$ cat src/rtl/core/rmeu_pkg.sv
// Package of the execute unit: opcodes, instruction classes and the types
// that pass between the front, the back and the top level. No dependencies.
`default_nettype none
package rmeu_pkg;

	localparam logic [5:0] OP_MOV_RI  = 6'd0;
	localparam logic [5:0] OP_MOV_RR  = 6'd1;
	localparam logic [5:0] OP_LDR_ABS = 6'd2;
	localparam logic [5:0] OP_LDR_IDX = 6'd6;
	localparam logic [5:0] OP_STR_ABS = 6'd10;
	localparam logic [5:0] OP_STR_IDX = 6'd14;
	localparam logic [5:0] OP_ADD_RI  = 6'd18;
	localparam logic [5:0] OP_XOR_RR  = 6'd29;
	localparam logic [5:0] OP_NOT     = 6'd30;
	localparam logic [5:0] OP_SHR_RI  = 6'd31;
	localparam logic [5:0] OP_SHR_RR  = 6'd32;
	localparam logic [5:0] OP_SHL_RI  = 6'd33;
	localparam logic [5:0] OP_SHL_RR  = 6'd34;
	localparam logic [5:0] OP_CMP_RI  = 6'd35;
	localparam logic [5:0] OP_CMP_RR  = 6'd36;
	localparam logic [5:0] OP_JMP     = 6'd37;
	localparam logic [5:0] OP_JGE     = 6'd43;
	localparam logic [5:0] OP_SETE    = 6'd44;
	localparam logic [5:0] OP_SETNE   = 6'd45;

	localparam logic [3:0] CL_FAIL  = 4'd0;
	localparam logic [3:0] CL_BAD   = 4'd1;
	localparam logic [3:0] CL_ALU   = 4'd2;
	localparam logic [3:0] CL_LOAD  = 4'd3;
	localparam logic [3:0] CL_STORE = 4'd4;
	localparam logic [3:0] CL_SHR   = 4'd5;
	localparam logic [3:0] CL_SHL   = 4'd6;
	localparam logic [3:0] CL_CMP   = 4'd7;
	localparam logic [3:0] CL_JMP   = 4'd8;
	localparam logic [3:0] CL_SET   = 4'd9;

	localparam logic [2:0] ALU_ADD  = 3'd0;
	localparam logic [2:0] ALU_SUB  = 3'd1;
	localparam logic [2:0] ALU_MUL  = 3'd2;
	localparam logic [2:0] ALU_AND  = 3'd3;
	localparam logic [2:0] ALU_OR   = 3'd4;
	localparam logic [2:0] ALU_XOR  = 3'd5;
	localparam logic [2:0] ALU_PASS = 3'd6;
	localparam logic [2:0] ALU_NOT  = 3'd7;

	localparam logic [1:0] OPB_IMM  = 2'd0;
	localparam logic [1:0] OPB_REGA = 2'd1;
	localparam logic [1:0] OPB_REGB = 2'd2;

	localparam logic [2:0] JC_ALWAYS = 3'd0;
	localparam logic [2:0] JC_EQ     = 3'd1;
	localparam logic [2:0] JC_NE     = 3'd2;
	localparam logic [2:0] JC_LT     = 3'd3;
	localparam logic [2:0] JC_LE     = 3'd4;
	localparam logic [2:0] JC_GT     = 3'd5;
	localparam logic [2:0] JC_GE     = 3'd6;

	localparam logic [1:0] ST_OK       = 2'd0;
	localparam logic [1:0] ST_DECODE   = 2'd1;
	localparam logic [1:0] ST_UNSUPP   = 2'd2;
	localparam logic [1:0] ST_SHIFTBIG = 2'd3;

	localparam int REG_SLOTS = 16;

	typedef struct packed {
		logic [3:0]  cls;
		logic [2:0]  aluop;
		logic [1:0]  opb;
		logic [1:0]  size;
		logic        idx;
		logic [2:0]  cond;
		logic [3:0]  dest_reg;
		logic [3:0]  src_reg_a;
		logic [3:0]  src_reg_b;
		logic [31:0] immediate;
		logic        scale_enable;
		logic [1:0]  scale_shift;
		logic        base_enable;
		logic [31:0] displacement;
		logic [3:0]  length;
	} entry_t;

	typedef struct packed {
		logic [1:0]  status;
		logic [63:0] next_ip;
		logic [2:0]  compare_flags;
		logic [63:0] dest_value;
	} result_t;

endpackage
`default_nettype wire

$ cat src/rtl/core/rmeu_front.sv
// Front part: accepts instruction beats, classifies them and holds them in a
// two entry queue for the back part. Depends on rmeu_pkg.
`default_nettype none
module rmeu_front
	import rmeu_pkg::*;
(
	input  wire logic   clk,
	input  wire logic   arst_n,
	input  wire logic   in_valid,
	output logic        in_ready,
	input  wire logic   [5:0] command,
	input  wire entry_t in_fields,
	input  wire logic   hold,
	output logic        q_valid,
	output entry_t      q_entry,
	input  wire logic   q_pop
);
	entry_t      q_mem [2];
	logic        wptr_q;
	logic        rptr_q;
	logic [1:0]  cnt_q;
	logic        push;
	entry_t      cls_e;

	always_comb begin
		cls_e = in_fields;
		cls_e.cls = CL_BAD;
		cls_e.aluop = ALU_PASS;
		cls_e.opb = OPB_IMM;
		cls_e.size = 2'd0;
		cls_e.idx = 1'b0;
		cls_e.cond = JC_ALWAYS;
		priority if (in_fields.length == 4'd0) begin
			cls_e.cls = CL_FAIL;
		end else if (command == OP_MOV_RI) begin
			cls_e.cls = CL_ALU;
		end else if (command == OP_MOV_RR) begin
			cls_e.cls = CL_ALU;
			cls_e.opb = OPB_REGA;
		end else if (command < OP_LDR_IDX) begin
			cls_e.cls = CL_LOAD;
			cls_e.size = 2'(command - OP_LDR_ABS);
		end else if (command < OP_STR_ABS) begin
			cls_e.cls = CL_LOAD;
			cls_e.idx = 1'b1;
			cls_e.size = 2'(command - OP_LDR_IDX);
		end else if (command < OP_STR_IDX) begin
			cls_e.cls = CL_STORE;
			cls_e.size = 2'(command - OP_STR_ABS);
		end else if (command < OP_ADD_RI) begin
			cls_e.cls = CL_STORE;
			cls_e.idx = 1'b1;
			cls_e.size = 2'(command - OP_STR_IDX);
		end else if (command <= OP_XOR_RR) begin
			cls_e.cls = CL_ALU;
			cls_e.aluop = 3'((command - OP_ADD_RI) >> 1);
			cls_e.opb = command[0] ? OPB_REGB : OPB_IMM;
		end else if (command == OP_NOT) begin
			cls_e.cls = CL_ALU;
			cls_e.aluop = ALU_NOT;
		end else if (command == OP_SHR_RI) begin
			cls_e.cls = CL_SHR;
		end else if (command == OP_SHR_RR) begin
			cls_e.cls = CL_SHR;
			cls_e.opb = OPB_REGB;
		end else if (command == OP_SHL_RI) begin
			cls_e.cls = CL_SHL;
		end else if (command == OP_SHL_RR) begin
			cls_e.cls = CL_SHL;
			cls_e.opb = OPB_REGB;
		end else if (command == OP_CMP_RI) begin
			cls_e.cls = CL_CMP;
		end else if (command == OP_CMP_RR) begin
			cls_e.cls = CL_CMP;
			cls_e.opb = OPB_REGA;
		end else if (command <= OP_JGE) begin
			cls_e.cls = CL_JMP;
			cls_e.cond = 3'(command - OP_JMP);
		end else if (command == OP_SETE) begin
			cls_e.cls = CL_SET;
			cls_e.cond = JC_EQ;
		end else if (command == OP_SETNE) begin
			cls_e.cls = CL_SET;
			cls_e.cond = JC_NE;
		end else begin
			cls_e.cls = CL_BAD;
		end
	end

	assign in_ready = !hold && (cnt_q != 2'd2);
	assign push     = in_valid && in_ready;
	assign q_valid  = cnt_q != 2'd0;
	assign q_entry  = q_mem[rptr_q];

	always_ff @(posedge clk) begin
		if (push) begin
			q_mem[wptr_q] <= cls_e;
		end
	end

	always_ff @(posedge clk or negedge arst_n) begin
		if (!arst_n) begin
			wptr_q <= 1'b0;
			rptr_q <= 1'b0;
			cnt_q  <= 2'd0;
		end else begin
			if (push) begin
				wptr_q <= !wptr_q;
			end
			if (q_pop) begin
				rptr_q <= !rptr_q;
			end
			cnt_q <= cnt_q + 2'(push) - 2'(q_pop);
		end
	end
endmodule
`default_nettype wire

$ cat config.mk
export PLATFORM = sky130hd
export DESIGN_NAME = rmeu_front
export DESIGN_NICKNAME = d
export VERILOG_FILES = /design/src/rtl/core/rmeu_pkg.sv /design/src/rtl/core/rmeu_front.sv
export SDC_FILE = /design/constraint.sdc
export NUM_CORES = 1
export LEC_CHECK = 0
export BUFFER_PORTS_ARGS = -buffer_cell sky130_fd_sc_hd__buf_2
export CORE_ASPECT_RATIO = 1.5
export CORE_UTILIZATION = 45
export CTS_CLUSTER_SIZE = 40
export DETAILED_ROUTE_END_ITERATION = 6
export PLACE_DENSITY = 0.7
export SETUP_SLACK_MARGIN = 0.05
export SLEW_MARGIN = 20
export SYNTH_ARGS = -nofsm -noshare
export SYNTH_HDL_FRONTEND = slang
export SYNTH_SLANG_ARGS = --single-unit
$ cat constraint.sdc
create_clock -name clk -period 6.7 [get_ports clk]
set_input_delay 0.335 -clock clk [delete_from_list [all_inputs] [get_ports clk]]
set_output_delay 0.335 -clock clk [all_outputs]
set_load 0.005 [all_outputs]
After elaboration in Yosys (flattened, before gate mapping):

Memories as Yosys holds them, arrays and structs flattened.
Index checks and enable logic that the tools add are counted.
Widths: inputs -> output; s select.

* memories kept: 1
* output and inout port bits: 101
* latch bits: 0
* ROM bits: 0
* bits in registers: 4
* input bits: 110
* RAM bits: 198

* add/subtract/negate cells: 8
* reduce and logical (&&, ||, !) cells: 8
* eq/ne operators: 11
* $mul: 0
* muxes and demuxes: 57
* divide/modulo/power cells: 0
* order comparisons: 6
* shift operators: 0
* bitwise gates (word level): 0

Memory list
* q_mem: depth 2, width 99, read ports 1, clocked after Yosys merged registers in 0, wr ports 1, line rmeu_front.sv:18 `entry_t q_mem [2];`

Operators with widths (count)
* $mux 4: 19
* $eq 6x6->1 const B: 7
* $mux 3: 14
* $mux 11: 2
* $mux 2: 11
* $mux 5: 4
* $eq 6x5->1 const B: 2
* $lt 6x4->1 const B: 2
* $mux 9: 1
* $sub 2x2->2 const B: 4
* $eq 6x1->1 const B: 1
* $le 6x5->1 const B: 1
* $le 6x6->1 const B: 1
* $logic_not 6->1: 1
* $lt 6x3->1 const B: 1
* $lt 6x5->1 const B: 1
* $mux 6: 1
* $mux 1: 5
* $logic_not 4->1: 1
* $sub 4x2->4 const B: 1
* $logic_not 1->1: 3
* $sub 3x3->3 const B: 1
* $add 2x1->2: 1
* $logic_and 1x1->1: 2
* other kinds (3): 3

Logic depth before layout (Yosys ltp):

Gate-level depths: netlist of the first run.

* depth in word-level cells: 19
* mapped depth: 8
* depth with buffers taken out: 8

Least setup slack after synthesis of the first run:

OpenSTA, ideal clock, no wires.

* path type: register -> register
* start: reg cnt_q[0]
* end: mem q_mem[0][0] (netlist name), enable pin
* clock period less this slack: 5431 ps
* arrival: 4873 ps
* setup time: 558 ps
* required time: 6142 ps
* buffers on the path: 0
* slack: 1269 ps
* stages on the path, launching flop included: 5
* cells stage by stage: dfrtp_1 inv_1 a21oi_1 nand2_1 nor2_1

* longest elaborated chain between the ends: 5

Ends and longest elaborated chain
* start: declaration: line rmeu_front.sv:21 `logic [1:0] cnt_q;`
* start signal: assignment: line rmeu_front.sv:113 `cnt_q <= cnt_q + 2'(push) - 2'(q_pop);`
* $ne 2x2->1: line rmeu_front.sv:90 `assign in_ready = !hold && (cnt_q != 2'd2);`
* $logic_and 1x1->1: line rmeu_front.sv:90
* via in_ready: line rmeu_front.sv:10 `output logic in_ready,`
* $logic_and 1x1->1: line rmeu_front.sv:91 `assign push = in_valid && in_ready;`
* $mux 1: line rmeu_front.sv:96 `if (push) begin`
* $mux 1 (implied by the code): line rmeu_front.sv:97 `q_mem[wptr_q] <= cls_e;`
* end: declaration: line rmeu_front.sv:18

The timed path passes the listed nets, and every way through them passes these cells.

==> Flow_metrics.wiki, run 1 <==
{| class="wikitable"
! Metric !! Value
|-
| Final instance count without filler cells || 845
|-
| CP Capture Type || output pin
|-
| CTS-repair resized insts || 0
|-
| Post-Route Utilization || 57.00%
|-
| Setup TNS Final || 0 ns
|-
| Leading cell types in the layout, fill and taps excluded || sky130_fd_sc_hd__edfxtp_1, sky130_fd_sc_hd__buf_2, sky130_fd_sc_hd__mux2_2
|-
| Via density per instance || 5.162
|-
| Final setup violation count || 0
|-
| Series of cell instances along the critical path || buf_4, mux2_2, buf_2
|-
| Final hold violation count || 0
|-
| GRT overflow || 0
|-
| Num Clock Sinks || 202
|-
| Total die area || 0.01805 sq mm
|-
| Row cnt || 58
|-
| Area grow syn2layout || 22.87%
|-
| Area used by multi-input combinational logic || 0.001747 sq mm
|-
| Overall die width || 110.0 um
|-
| Peak VDD IR || 0.0002772 V
|-
| Vias in the first global route || 4599
|-
| Leading cell type in the layout, fill and taps excluded || sky130_fd_sc_hd__edfxtp_1
|-
| Class of the worst hold path || in -> reg
|-
| Syn_nets || 534
|-
| First DRT Iteration DRCs || 166
|-
| Library cell contributing the largest single delay on the critical path || sky130_fd_sc_hd__dfrtp_4
|-
| # IOs || 211
|-
| TritonCTS Buffers || 19
|-
| CP max FO || 59
|-
| WP data arrival || 2.57 ns
|-
| Total wirelength of the detailed-routed design || 15410 um
|-
| Count of vias placed by the detailed router || 4362
|-
| Share of final-layout standard cells stronger than drive strength 1 || 53.16%
|-
| Critical Path Max Stage Delay || 0.78 ns
|-
| DPL Wire Length || 10450 um
|-
| Number of synthesized register bits || 202
|-
| Period minus WS final || 2.910 ns
|-
| Synth Warn # || 0
|-
| Worst Setup Slack, final || 3.790 ns
|-
| Critical Path Start Type || flip-flop
|-
| Average detailed-routed wire length per instance || 18.23 um
|-
| Unrepaired setup endpoints after global routing || no
|-
| Worst setup path category || reg -> out
|-
| Storage element area || 0.006050 sq mm
|-
| Per-instance average area after synthesis || 18.94 sq um
|-
| Number of buffers on the longest clock path || 3
|-
| GRT Overall Usage || 16.52%
|-
| Library cell with the largest summed area after synthesis || sky130_fd_sc_hd__edfxtp_1
|-
| Clock input transition at the sequential cells of the worst setup and hold paths || 0.06 ns
|-
| Cell Pwr Density || 356.8 mW/mm^2
|-
| Sequential area share after synthesis || 76.75%
|-
| Initial Util || 46.39%
|-
| Leakage power figure || 3.589 nW
|-
| Top achievable clock speed || 0.3436 GHz
|-
| Clk_lat worst skew || 0.46 ns
|-
| Gate count after technology mapping || 416
|-
| Number of nets at the end of the flow || 738
|-
| Final count of pins violating max slew || 0
|-
| Max Cap Violations || 0
|-
| Placed Cells || 808
|-
| Outcome || finished, final reports clean
|-
| Number of buffers inserted by post-CTS setup repair || 0
|-
| Crit path required time || 6.36 ns
|-
| Post-Place Setup Slack || 4.200 ns
|-
| Power consumption || 3.454 mW
|-
| Max H-tree Level || 1
|-
| Top-area cell type share of the netlist area || 75.48%
|-
| Period utilization || 43.43%
|-
| CTS root buf || sky130_fd_sc_hd__clkbuf_16
|-
| CTS Hold Bufs || 1
|-
| Number of distinct library cell variants in the gate-level netlist after synthesis || 38
|-
| Pin slew with the least headroom to its limit || 0.7884 ns
|-
| Remaining number of nets flagged by the antenna check after routing || 0
|-
| Clock skew after layout || 0.004983 ns
|-
| Total DRC errors in the routed layout || 0
|-
| Syn Std Cell Area || 0.007878 sq mm
|-
| Global-route wire length before repair || 22560 um
|-
| Detailed-routing iteration count for the pre-antenna-repair pass || 4
|-
| Initial antenna violation count || 6
|-
| Largest net degree at the start of global routing || 60
|-
| Clock tree from TritonCTS || done
|-
| Max_slew headroom || 47.44%
|-
| Top cells by area, synth || sky130_fd_sc_hd__edfxtp_1, sky130_fd_sc_hd__mux2_2, sky130_fd_sc_hd__dfrtp_1, sky130_fd_sc_hd__ha_1, sky130_fd_sc_hd__a21oi_1
|-
| Fill count || 1392
|-
| Std-Cell Core Area || 0.01698 sq mm
|-
| Buffers on Ports || 195
|-
| Die extent in y || 164.0 um
|-
| Routability cong. || 0.8892
|}
per-layer routing:
metal / share of wire (%) / up-vias / global-route usage [%]
li1: - / 2046 / -
met1: 36 / 2110 / 17.18
met2: 54 / 172 / 30.40
met3: 8.1 / 30 / 4.921
met4: 2.6 / 4 / 6.485
met5: 0.15 / - / 0
worst max-delay path, delay by kind of cell, from the launching register on:
family,cells,cell delay (ns)
multiplexers,1,0.42
flip-flops,1,0.78
buffers and inverters,2,0.85
cell usage after synthesis, drive strengths merged:
cell	count
a21oi	12
nor3	1
a211oi	2
or3b	1
and3	3
o22ai	4
ha	8
inv	8
nand2	11
xor2	2
or2	4
nor2b	1
a21bo	1
a32o	1
nor3b	1
xnor2	4
mux2	99
o21a	1
a2111oi	1
o2bb2ai	1
clkbuf	14
a21o	2
buf	3
nor2	9
mux2i	1
edfxtp	198
dfrtp	4
or3	2
nor4	3
and2	3
a31oi	4
a41oi	1
nor4b	2
o21ai	3
a32oi	1
cell families (layout without fill, tap and decap cells):
group                      Yosys count  after routing  share of synthesized area, %
other                                0              3                             0
DFF                                202            202                         76.75
xor gates and xnor gates             6              6                        0.6671
and+or+nand+nor                     41             41                         2.859
AOI/OAI and AO/OA                   34             34                         2.859
buffers and inverters               25            241                         1.318
muxes                              100            100                         14.28
adders and majority gates            8              8                         1.271
power by group:
group | switching [mW] | internal [mW]
clock | 0.413 | 0.549
sequential | 0.0875 | 1.58
combinational | 0.386 | 0.442
cell type report:
class / instances / area share [%]
repair buffers: 200 / 10.63
flip-flops and latches: 202 / 62.50
diodes: 3 / 0.07756
clock buffers: 30 / 5.546
clock inverters: 3 / 0.1810
multi-input cells: 189 / 18.05
well taps: 210 / 2.715
inverters: 8 / 0.3102
metrics by stage:
stage          area, sq um  hold slack, ns
4_1_cts               9666         0.03759
3_3_place_gp          9081          0.1400
6_report              9679         0.05880
3_5_place_dp          9101          0.1439
5_1_grt               9674         0.03422
2_1_floorplan         7878         0.03941
sequential cells by signal, indices dropped and copies added, names as in the netlist:
register,cells
wptr_q,1
cnt_q,2
rptr_q,1
q_mem,198
path summary, 6_finish.rpt:
path	cells after the start	end	slack, ns	startpoint
max	3	q_entry[46]	3.79	rptr_q$_DFFE_PN0P_
min	1	q_mem[1][26]$_DFFE_PP_	0.06	in_fields[26]
max reg2reg	4	q_mem[1][1]$_DFFE_PP_	4.28	cnt_q[0]$_DFF_PN0_
min reg2reg	1	cnt_q[1]$_DFF_PN0_	0.51	cnt_q[1]$_DFF_PN0_
max in group asynchronous	2	rptr_q$_DFFE_PN0P_	6.36	arst_n
min in group asynchronous	2	wptr_q$_DFFE_PN0P_	0.20	arst_n
Power figures use the tool's default switching activity.
==> inputs of run 2 (changes only) <==
==> constraint.sdc (replaced) <==
create_clock -name clk -period 2.7 [get_ports clk]
set_input_delay 0.135 -clock clk [delete_from_list [all_inputs] [get_ports clk]]
set_output_delay 0.135 -clock clk [all_outputs]
set_load 0.005 [all_outputs]
==> run 2 against run 1 <==
Sequential power grew to 2.5 times the previous value. Via count is 9.1% higher. Register-to-register slack lost 3.3 ns. Worst setup slack worse by 3.5 ns. Sequential share of layout area down 6.2 points.
==> Flow_metrics.wiki, run 2 (same netlist as run 1, synthesis figures left out) <==
{| class="wikitable"
! Metric !! Value
|-
| Outcome || finished, final reports clean
|-
| CP max FO || 50
|-
| Area grow syn2layout || 36.48%
|-
| Period utilization || 87.46%
|-
| Pin slew with the least headroom to its limit || 0.7178 ns
|-
| Top achievable clock speed || 0.4235 GHz
|-
| Overall die width || 110.0 um
|-
| DPL Wire Length || 10640 um
|-
| Routability cong. || 0.9028
|-
| Max H-tree Level || 1
|-
| Leading cell types in the layout, fill and taps excluded || sky130_fd_sc_hd__edfxtp_1, sky130_fd_sc_hd__buf_2, sky130_fd_sc_hd__mux2_2
|-
| Share of final-layout standard cells stronger than drive strength 1 || 47.99%
|-
| CTS-repair resized insts || 0
|-
| Die extent in y || 164.0 um
|-
| Total die area || 0.01805 sq mm
|-
| Leakage power figure || 4.053 nW
|-
| Regs by FF count || q_mem x198, cnt_q x2
|-
| Clk_lat worst skew || 0.48 ns
|-
| Total wirelength of the detailed-routed design || 16620 um
|-
| CTS root buf || sky130_fd_sc_hd__clkbuf_16
|-
| Num Clock Sinks || 202
|-
| Critical Path Start Type || flip-flop
|-
| Period minus WS final || 2.362 ns
|-
| # IOs || 211
|-
| Largest net degree at the start of global routing || 51
|-
| Count of vias placed by the detailed router || 4760
|-
| Number of nets at the end of the flow || 829
|-
| GRT Overall Usage || 18.00%
|-
| Max_slew headroom || 52.15%
|-
| Final setup violation count || 0
|-
| Final count of pins violating max slew || 0
|-
| Number of buffers on the longest clock path || 3
|-
| Average detailed-routed wire length per instance || 17.79 um
|-
| Total DRC errors in the routed layout || 0
|-
| Storage element area || 0.006050 sq mm
|-
| Via density per instance || 5.096
|-
| Clock tree from TritonCTS || done
|-
| Vias in the first global route || 5009
|-
| Row cnt || 58
|-
| Clock input transition at the sequential cells of the worst setup and hold paths || 0.06 ns
|-
| Cell Pwr Density || 863.9 mW/mm^2
|-
| Final hold violation count || 0
|-
| Remaining number of nets flagged by the antenna check after routing || 0
|-
| Fill count || 1226
|-
| WP data arrival || 2.23 ns
|-
| Crit path required time || 2.57 ns
|-
| GRT overflow || 0
|-
| Buffers on Ports || 195
|-
| Peak VDD IR || 0.0006298 V
|-
| Unrepaired setup endpoints after global routing || no
|-
| Std-Cell Core Area || 0.01698 sq mm
|-
| Number of flip-flops in the largest register || 198
|-
| Setup TNS Final || 0 ns
|-
| Worst setup path category || reg -> out
|-
| Initial antenna violation count || 1
|-
| Detailed-routing iteration count for the pre-antenna-repair pass || 5
|-
| Class of the worst hold path || in -> async
|-
| Leading cell type in the layout, fill and taps excluded || sky130_fd_sc_hd__edfxtp_1
|-
| CP Capture Type || output pin
|-
| Initial Util || 46.39%
|-
| Max Cap Violations || 0
|-
| Clock skew after layout || 0.007141 ns
|-
| Global-route wire length before repair || 24550 um
|-
| Area used by multi-input combinational logic || 0.001744 sq mm
|-
| First DRT Iteration DRCs || 206
|-
| TritonCTS Buffers || 20
|-
| Post-Route Utilization || 63.31%
|-
| Largest register by flop count || q_mem
|}
==> run 2: changes by cell type in the layout (fill, tap and decap cells not counted), sizes merged <==
cell and change:
clkbuf -7, dlygate4sd3 +85, diode -2, bufinv +4, buf +5, clkinv +4
==> run 2: cell type report <==
class                   instances  area share (%)
well taps                     210           2.444
multi-input cells             189           16.22
diodes                          1         0.02327
repair buffers                290           18.29
flip-flops and latches        202           56.27
clock buffers                  23           4.958
clock inverters                11           1.513
inverters                       8          0.2793
==> run 2: routing by layer <==
metal  routed length [um]  track usage [%]  vias to the layer above
met5                    0                0                        -
met2                 9096            34.69                      170
met3                 1045            3.452                       51
met1                 5823            17.87                     2319
met4                  653            8.606                        0
li1                     -                -                     2220
==> run 2: where the power goes <==
group / total (mW) / internal [mW] / switching [mW]
combinational: 2.24 / 1.25 / 0.992
sequential: 4.16 / 3.90 / 0.251
clock: 2.89 / 1.80 / 1.10
==> run 2: stage by stage <==
step                instances  setup slack, ns  area, sq um  power [mW]  hold WS (ns)
finish                    934           0.3385        10750       9.288      0.007125
global route              934           0.2406        10750       9.689      0.004688
CTS                       933           0.2969        10750       9.389      0.001897
detailed placement        813           0.5243         9193       6.387      -0.05433
global placement          813           0.6262         9193       6.320      -0.05740
floorplan                 416          0.07078         7890       5.385       -0.1606
==> run 2: final timing paths <==
path / start / to / slack, ns / cells after the start
min reg2reg: cnt_q[1]$_DFF_PN0_ / cnt_q[1]$_DFF_PN0_ / 0.52 / 1
max: rptr_q$_DFFE_PN0P_ / q_entry[39] / 0.34 / 3
max in group asynchronous: arst_n / rptr_q$_DFFE_PN0P_ / 2.56 / 2
min in group clk: in_valid / wptr_q$_DFFE_PN0P_ / 0.05 / 3
max reg2reg: cnt_q[1]$_DFF_PN0_ / q_mem[1][65]$_DFFE_PP_ / 1.00 / 3
min: arst_n / rptr_q$_DFFE_PN0P_ / 0.007 / 2
==> run 2: timing repair <==
item                      4_1_cts  5_1_grt
buffers inserted                0        0
hold endpoints to repair      173        0
hold buffers                   86        0
==> run 2: worst max-delay path: stages, from the launching register on <==
cell and delay [ns]:
sky130_fd_sc_hd__dfrtp_4 0.88, sky130_fd_sc_hd__buf_4 0.34, sky130_fd_sc_hd__mux2_2 0.38, sky130_fd_sc_hd__buf_2 0.13
==> inputs of run 3 (changes only) <==
--- a/config.mk
+++ b/config.mk
@@ -10,6 +10,7 @@
 export CORE_UTILIZATION = 45
 export CTS_CLUSTER_SIZE = 40
 export DETAILED_ROUTE_END_ITERATION = 6
+export GPL_TIMING_DRIVEN = 0
 export PLACE_DENSITY = 0.7
 export SETUP_SLACK_MARGIN = 0.05
 export SLEW_MARGIN = 20
==> run 3 against run 2 <==
Clock power decreased by 4%. Via count increased by 0.76%. Final cell count increased by 1.1%. Worst hold slack got worse by 0.0012 ns. Global-route usage increased by 0.11 points. Count of clock-buffer cells in the layout decreased by 2. Critical endpoint is now q_entry[26].
==> Flow_metrics.wiki, run 3 (same netlist as run 1, synthesis figures left out) <==
{| class="wikitable"
! Metric !! Value
|-
| DPL Wire Length || 11070 um
|-
| Fill count || 1223
|-
| CP Capture Type || output pin
|-
| Row cnt || 58
|-
| Num Clock Sinks || 202
|-
| Total die area || 0.01805 sq mm
|-
| Clock input transition at the sequential cells of the worst setup and hold paths || 0.06 ns
|-
| Final setup violation count || 0
|-
| Outcome || finished, final reports clean
|-
| Share of final-layout standard cells stronger than drive strength 1 || 47.14%
|-
| Pin slew with the least headroom to its limit || 0.9912 ns
|-
| Max H-tree Level || 1
|-
| Critical Path Max Stage Delay || 0.64 ns
|-
| Regs by FF count || q_mem x198, cnt_q x2
|-
| Largest register by flop count || q_mem
|-
| Clk_lat worst skew || 0.48 ns
|-
| Std-Cell Core Area || 0.01698 sq mm
|-
| Number of buffers inserted by post-CTS setup repair || 0
|-
| Critical R2R Capture || q_mem[0][33]$_DFFE_PP_
|-
| Largest net degree at the start of global routing || 45
|-
| Storage element area || 0.006046 sq mm
|-
| Power consumption || 9.188 mW
|-
| Count of vias placed by the detailed router || 4796
|-
| Number of nets at the end of the flow || 840
|-
| TritonCTS Buffers || 19
|-
| Crit path required time || 2.57 ns
|-
| First DRT Iteration DRCs || 204
|-
| Period utilization || 85.05%
|-
| Clock skew after layout || 0.006823 ns
|-
| Initial antenna violation count || 0
|-
| Unrepaired setup endpoints after global routing || no
|-
| Final hold violation count || 0
|-
| Cell Pwr Density || 851.4 mW/mm^2
|-
| Clock tree from TritonCTS || done
|-
| Global-route wire length before repair || 24630 um
|-
| Leading cell type in the layout, fill and taps excluded || sky130_fd_sc_hd__edfxtp_1
|-
| Initial Util || 46.39%
|-
| Remaining number of nets flagged by the antenna check after routing || 0
|-
| Max_slew headroom || 33.31%
|-
| Number of cells on the worst reg-to-reg path || 7
|-
| CP max FO || 10
|-
| Average detailed-routed wire length per instance || 17.32 um
|-
| Buffers on Ports || 194
|-
| GRT Overall Usage || 18.11%
|-
| Vias in the first global route || 5097
|-
| Max Cap Violations || 0
|-
| Leading cell types in the layout, fill and taps excluded || sky130_fd_sc_hd__edfxtp_1, sky130_fd_sc_hd__buf_2, sky130_fd_sc_hd__mux2_2
|-
| Setup TNS Final || 0 ns
|-
| Period minus WS final || 2.296 ns
|-
| Via density per instance || 5.081
|-
| GRT overflow || 0
|-
| Overall die width || 110.0 um
|-
| Crit path max-delay family || flip-flops
|-
| Detailed-routing iteration count for the pre-antenna-repair pass || 5
|-
| Class of the worst hold path || in -> async
|-
| # IOs || 211
|-
| Die extent in y || 164.0 um
|-
| CTS root buf || sky130_fd_sc_hd__clkbuf_16
|-
| Number of flip-flops in the largest register || 198
|-
| Routability cong. || 0.9709
|-
| Worst setup path category || reg -> out
|-
| Final count of pins violating max slew || 0
|-
| Total wirelength of the detailed-routed design || 16350 um
|-
| Critical Path Start Type || flip-flop
|-
| Number of buffers on the longest clock path || 3
|-
| Area used by multi-input combinational logic || 0.001744 sq mm
|-
| Count of inserted antenna diode cells || 0
|-
| Critical path buffers and inverters || 2
|-
| Total DRC errors in the routed layout || 0
|-
| Top achievable clock speed || 0.4355 GHz
|-
| Series of cell instances along the critical path || clkbuf_1, mux2_2, buf_2
|-
| WP data arrival || 2.16 ns
|-
| Library cell contributing the largest single delay on the critical path || sky130_fd_sc_hd__dfrtp_1
|-
| Worst reg2reg setup slack || 0.52 ns
|-
| Leakage power figure || 4.065 nW
|-
| Area grow syn2layout || 36.99%
|-
| Launching point of the worst reg2reg path || cnt_q[0]$_DFF_PN0_
|-
| Peak VDD IR || 0.0006275 V
|}
## run 3: area by class of cell
type	instances	share of cell area [%]
Inverter	8	0.2783
Multi-Input combinational cell	189	16.16
Tap cell	210	2.435
Clock inverter	12	1.600
Timing Repair Buffer	286	18.37
Buffer	16	0.6609
Sequential cell	202	56.02
Clock buffer	21	4.475
## run 3: worst max-delay path by stage
stage                       startpoint                     end  slack (ns)  depth (start not counted)
finish              rptr_q$_DFFE_PN0P_             q_entry[26]        0.40                          3
CTS                 rptr_q$_DFFE_PN0P_             q_entry[96]         0.1                          4
global route        rptr_q$_DFFE_PN0P_             q_entry[86]        0.22                          3
floorplan           cnt_q[0]$_DFF_PN0_   q_mem[0][0]$_DFFE_PP_        0.07                          4
global placement    cnt_q[0]$_DFF_PN0_  q_mem[0][35]$_DFFE_PP_       -0.63                          4
detailed placement          command[1]  q_mem[0][95]$_DFFE_PP_        0.40                          8
## run 3: worst register-to-register path, stage by stage, from the launching register on
cell and delay [ns]:
sky130_fd_sc_hd__dfrtp_1 0.37, sky130_fd_sc_hd__inv_1 0.06, sky130_fd_sc_hd__a21oi_2 0.16, sky130_fd_sc_hd__nand2_1 0.15, sky130_fd_sc_hd__nor2_4 0.52, sky130_fd_sc_hd__buf_16 0.26, sky130_fd_sc_hd__buf_16 0.19, sky130_fd_sc_hd__buf_16 0.17
## run 3: timing repair
| item | CTS | global route |
|---|---|---|
| hold endpoints to repair | 173 | 0 |
| setup endpoints to repair | 3 | 33 |
| hold buffers | 86 | 0 |
| resized for setup | 1 | 0 |
## run 3: through the flow
stage                     std cells  instance area, sq um  hold slack (ns)  setup slack [ns]  util, %
after detailed placement        826                  9278         -0.05436            0.4029    54.63
after CTS                       945                 10800         0.006575           0.09790    63.57
after global placement          820                  9124         -0.05765           -0.6265    53.73
final                           944                 10790         0.005914            0.4037    63.55
after global routing            944                 10790          0.03792            0.2229    63.55
after floorplan                 416                  7890          -0.1606           0.07078        -
## run 3: power breakdown
group | internal (mW) | switching [mW]
sequential | 3.90 | 0.127
clock | 1.69 | 1.10
combinational | 1.26 | 1.11
## run 3: routing by layer
metal	GRT usage (%)	vias to the layer above	wire length (um)
li1	-	2247	-
met1	18.02	2337	5593
met2	35.45	173	9183
met3	3.889	39	1083
met4	6.727	0	490
met5	0	-	0
